===== src/rtl/tlob_div.sv =====
// pipelined restoring divider, one quotient bit per stage
// quotient must fit FRAC_BITS+1 bits; no package dependency
module tlob_div #(
    parameter int FRAC_BITS = 16
) (
    input  logic                   i_clk,
    input  logic [2*FRAC_BITS+2:0] i_num,
    input  logic [FRAC_BITS:0]     i_den,
    output logic [FRAC_BITS:0]     o_quo
);
    localparam int QW = FRAC_BITS + 1;
    localparam int NW = 2 * FRAC_BITS + 3;

    logic [QW-1:0] r_rem [QW];
    logic [QW-1:0] r_low [QW];
    logic [QW-1:0] r_den [QW];
    logic [QW-1:0] r_quo [QW];

    for (genvar k = 0; k < QW; k++) begin : g_stage
        logic [QW-1:0] w_rem, w_low, w_den, w_quo;
        logic [QW+1:0] w_trial;

        if (k == 0) begin : g_first
            // numerator top bit is always clear; the next QW bits sit below the divisor
            assign w_rem = i_num[NW-2 -: QW];
            assign w_low = i_num[QW-1:0];
            assign w_den = i_den;
            assign w_quo = '0;
        end else begin : g_next
            assign w_rem = r_rem[k-1];
            assign w_low = r_low[k-1];
            assign w_den = r_den[k-1];
            assign w_quo = r_quo[k-1];
        end

        assign w_trial = {1'b0, w_rem, w_low[QW-1]} - {2'b00, w_den};

        always_ff @(posedge i_clk) begin
            if (!w_trial[QW+1]) begin
                r_rem[k] <= w_trial[QW-1:0];
            end else begin
                r_rem[k] <= {w_rem[QW-2:0], w_low[QW-1]};
            end
            r_quo[k] <= {w_quo[QW-2:0], ~w_trial[QW+1]};
            r_low[k] <= {w_low[QW-2:0], 1'b0};
            r_den[k] <= w_den;
        end
    end

    assign o_quo = r_quo[QW-1];

endmodule


===== config.mk =====
export PLATFORM = sky130hd
export DESIGN_NAME = tlob_div
export DESIGN_NICKNAME = d
export VERILOG_FILES = /design/src/rtl/tlob_div.sv
export SDC_FILE = /design/constraint.sdc
export NUM_CORES = 1
export LEC_CHECK = 0
export BUFFER_PORTS_ARGS = -buffer_cell sky130_fd_sc_hd__buf_2
export CAP_MARGIN = 30
export CORE_MARGIN = 5
export CORE_UTILIZATION = 45
export DETAILED_ROUTE_END_ITERATION = 6
export GPL_ROUTABILITY_DRIVEN = 0
export PLACE_DENSITY = 0.61
export SLEW_MARGIN = 20
export SYNTH_ARGS = -nofsm -noshare
export SYNTH_HDL_FRONTEND = slang
export SYNTH_SLANG_ARGS = --single-unit

===== constraint.sdc =====
create_clock -name i_clk -period 4 [get_ports i_clk]
set_input_delay 0.6 -clock i_clk [delete_from_list [all_inputs] [get_ports i_clk]]
set_output_delay 0.6 -clock i_clk [all_outputs]
set_load 0.01 [all_outputs]

# Yosys cells after proc, flatten, opt, wreduce, memory -nomap -nowiden
# Memories as Yosys holds them, arrays and structs flattened.
# Index checks and enable logic that the tools add are counted.
[word_totals]
register_bits = 0
latch_bits = 0
ramBits = 1139
romBits = 0
inputBits = 53
out_inout_bits = 17
word_cells = 106
n_memories = 4
[op_classes]
n_addsub = 17
multipliers = 0
n_div = 0
magnitude_cmp = 0
n_eq_ne = 0
shift = 0
mux = 51
bitwise = 34
n_reduce_logical = 0
[mem_list]
columns = ["name", "words", "word_bits", "read_ports", "rd_ports_with_merged_regs", "write_ports", "line", "rtl"]
rows = [
  ["r_den", 17, 17, 16, 0, 17, "16", "logic [QW-1:0] r_den [QW];"],
  ["r_quo", 17, 17, 17, 0, 17, "17", "logic [QW-1:0] r_quo [QW];"],
  ["r_rem", 17, 17, 16, 0, 17, "14", "logic [QW-1:0] r_rem [QW];"],
  ["r_low", 17, 16, 16, 0, 17, "15", "logic [QW-1:0] r_low [QW];"],
]
[op_table]
columns = ["operator", "n"]
rows = [
  ["18-bit by 17-bit subtractor with 19-bit output", 17],
  ["17-bit 2-to-1 mux", 17],
  ["1-bit 2-to-1 mux", 34],
  ["1-bit NOT", 17],
  ["1-bit bitwise OR", 17],
]

# Longest topological paths before layout
# An unclocked memory read counts as a cell.
[logic_depth]
ltp_word = 4
mapped_depth = 12
mapped_depth_nobuf = 11

# Worst setup path after synthesis
# No wires, ideal clock.
[synth_path]
path_kind = "reg2reg"
from = "memory r_low[0][239] (netlist bit)"
to = "memory r_rem[15][10] (netlist bit)"
arrival_ns = 2.781
required_time_ns = 3.879
path_slack_ns = 1.098
path_stages_with_launch = 12
n_path_buf = 1
cell_sequence = "dfxtp_1 -> inv_1 -> ha_1 -> inv_1 -> fa_1 -> a21o_1 -> a221oi_2 -> o21ai_1 -> a221o_1 -> a41oi_4 -> buf_12 -> mux2_4"
[synth_lines]
columns = ["element", "line"]
rows = [
  ["start: declaration", "15"],
  ["end: declaration", "14"],
]

==> run summary <==
Type of origin of the critical path -> flop
Initial antenna violation count -> 0
CP max stage delay -> 640 ps
Fin crit period -> 3320 ps
Synth Cell Area -> 34400 um^2
First-pass GRT wire length -> 113000 um
Seq/Total Area, Yosys -> 48.4%
Ports -> 70
Residual DRC -> 0
Clock Tree Root -> clkbuf_16
Vias after detailed routing -> 23300
Synth Instances -> 3333
Leak -> 17.6 nW
Final Max Slew Viols -> 0
Hold_buf cts -> 0
Multi-input combinational cell area -> 16100 um^2
Post_cts resized -> 0
Mean post-synth cell area -> 10.3 um^2
Most used DFF post-synth -> dfxtp_1
Power share of the sequential group -> 33.3%
H-tree depth -> 3
Clock power share -> 23.2%
Syn. warnings -> 0
Buf/Inv on CP -> 2
# rows -> 101
Final period utilization -> 83.1%
Setup slack after layout -> 676 ps
Power density cells -> 914 nW/um^2
Antenna diodes -> 0
Worst Hold Margin -> 67.9 ps
TNS Setup -> 0 ps
Fill count -> 6905
Synth unique cells -> 82
Critical path type -> flop to flop
Slew @ Worst Pin -> 874 ps
Worst VDD drop -> 0.000462 V
Combinational power share -> 43.5%
CP max stage cell -> a41oi_4
CP endpoint kind -> flop
GRT Overall Usage -> 16.3%
Fmax -> 301 MHz
Avg WL per Cell -> 14.8 um
Total power -> 35.7 mW
EDFF count, synth -> 0
P_int -> 23.2 mW
DR pass1 iterations -> 5
Vias in the first global route -> 22900
Sw Pwr -> 12.5 mW
Routed Antenna Nets -> 0
Switching Fraction -> 35.1%
Post-DP HPWL -> 51800 um
Worst Path Arrival -> 3830 ps
Register area -> 16700 um^2
CP delay by family, top -> compound AO/OA/AOI/OAI gates
Clock Latency Late Sink -> 640 ps
CTS Buffer Depth -> 3
Sink Count -> 833
Grt ovf -> 0
Vias per cell -> 5.10
Iter 0 DRT Violations -> 1248
Layout cell share with drive strength beyond 1 -> 13.0%
Async S/R FF share, synth -> 0%
Area leader, netlist -> dfxtp_1
Syn-to-layout area delta -> 13.5%
Syn_nets -> 3690
Endpoints failing hold -> 0
TritonCTS Buffers -> 86
RSZ-0062 raised after global routing -> no
Port bufs -> 68
Final #Nets -> 3820
Final Setup Violations -> 0
Critical Path RT -> 4510 ps
Synth top area share -> 48.4%
Die height -> 287 um
DIE AREA -> 82100 um^2
Status -> finished, final reports clean
Worst path cell trace -> inv_1, ha_1, inv_1, fa_1, a21o_1, a221oi_2, o31ai_1, a221o_1, a41oi_4, mux2_2
Synth area leaders -> dfxtp_1 48%, ha_1 10%, mux2_2 5.7%
Core area -> 75900 um^2
Die W -> 287 um
Initial cell density of the core -> 45.3%
Max cap viols -> 0
Largest net degree at the start of global routing -> 24
Setup bufs post-CTS -> 0
Worst-path clk slew -> 60 ps
Dpl ws -> 649 ps
CTS tree -> done
CP max FO -> 17
Min-Delay Path Class -> input port to flop
Count of state elements after synthesis -> 833
Final Skew -> 25.7 ps
CP dominant cell by count -> inv_1
Slew HR -> 41.0%
Final WL -> 67600 um
==> flip-flops by register name (all words and copies together), names as in the netlist <==
name,flops
r_rem,272
r_den,272
r_low,136
r_quo,153
==> per-layer routing <==
layer | vias to the layer above | global-route usage [%] | part of all wire, %
met1 | 10700 | 20.1 | 44
met5 | - | 0 | 0
met3 | 126 | 2.70 | 3.7
met4 | 0 | 5.39 | 2.6
met2 | 432 | 29.1 | 49
li1 | 12000 | - | -
==> cell families after synthesis <==
kind of cell | after synthesis | synth area share, %
compound gates | 812 | 15.9
xor+xnor | 193 | 4.91
fa+ha+maj | 304 | 11.4
buf+inv | 426 | 4.78
flops | 833 | 48.4
mux | 212 | 6.92
simple gates | 553 | 7.64
==> synth_stat cells, types with 40 or more instances <==
cell / count
a21o_1: 86
nand2_1: 160
and3_1: 40
clkbuf_1: 41
dfxtp_1: 833
mux2_2: 174
nor2_1: 150
a21oi_1: 226
xnor2_1: 113
ha_1: 288
o21ai_0: 151
inv_1: 369
nand3_1: 59
xor2_1: 80
==> power groups by stage <==
stage	Combinational [mW]	Sequential (mW)	Clock, mW
final	15.5	11.9	8.28
after floorplan	12.4	11.6	0
after global routing	17.3	12.2	8.91
after CTS	15.5	11.9	8.55
after global placement	15.3	12.1	0
after detailed placement	15.4	12.1	0
==> path summary, 6_finish.rpt <==
path	depth (start not counted)	endpoint	startpoint	slack (ps)
setup / recovery	10	r_rem[3][2]$_DFF_P_	r_low[0][47]$_DFF_P_	680
hold / removal	1	r_low[0][14]$_DFF_P_	i_num[14]	70
setup reg to reg	10	r_rem[3][2]$_DFF_P_	r_low[0][47]$_DFF_P_	680
hold reg to reg	0	r_low[0][207]$_DFF_P_	r_low[0][190]$_DFF_P_	300
==> layout make-up <==
class,count,share of cell area [%]
sequential,833,42.7
multi-input combinational,2074,41.3
clock buffer,115,6.18
inverter,371,3.57
tap,1030,3.30
clock inverter,43,1.52
timing repair buffer,97,1.47
==> cells in the final DEF (no fill, tap or decap), types with 13 or more instances in the layout <==
cell         n
ha_1       288
a21o_1      86
a31oi_1     23
buf_4       26
clkbuf_16   87
a2111oi_0   27
nand2_1    160
xor2_1      80
o21bai_1    19
o21ai_0    149
and3_1      40
a211o_1     13
nand3_1     59
fa_1        16
nor2b_1     17
mux2_2     174
nor3_1      23
mux2i_1     24
dfxtp_1    833
a311oi_1    15
inv_1      369
o31ai_1     15
xnor2_1    113
nor2_1     150
clkbuf_8    13
clkbuf_1    15
o21a_1      27
a211oi_1    39
buf_2       68
o211ai_1    38
a21oi_1    225
nand4_1     17
nand2b_1    24
and2_1      13
==> through the flow <==
step	cells	util, %	cell area (um^2)
2_1_floorplan	3333	-	34400
3_3_place_gp	4402	47.4	36000
3_5_place_dp	4402	47.4	36000
4_1_cts	4560	51.4	39000
5_1_grt	4563	51.4	39100
6_report	4563	51.4	39100
(Power assumes the default switching activity.)
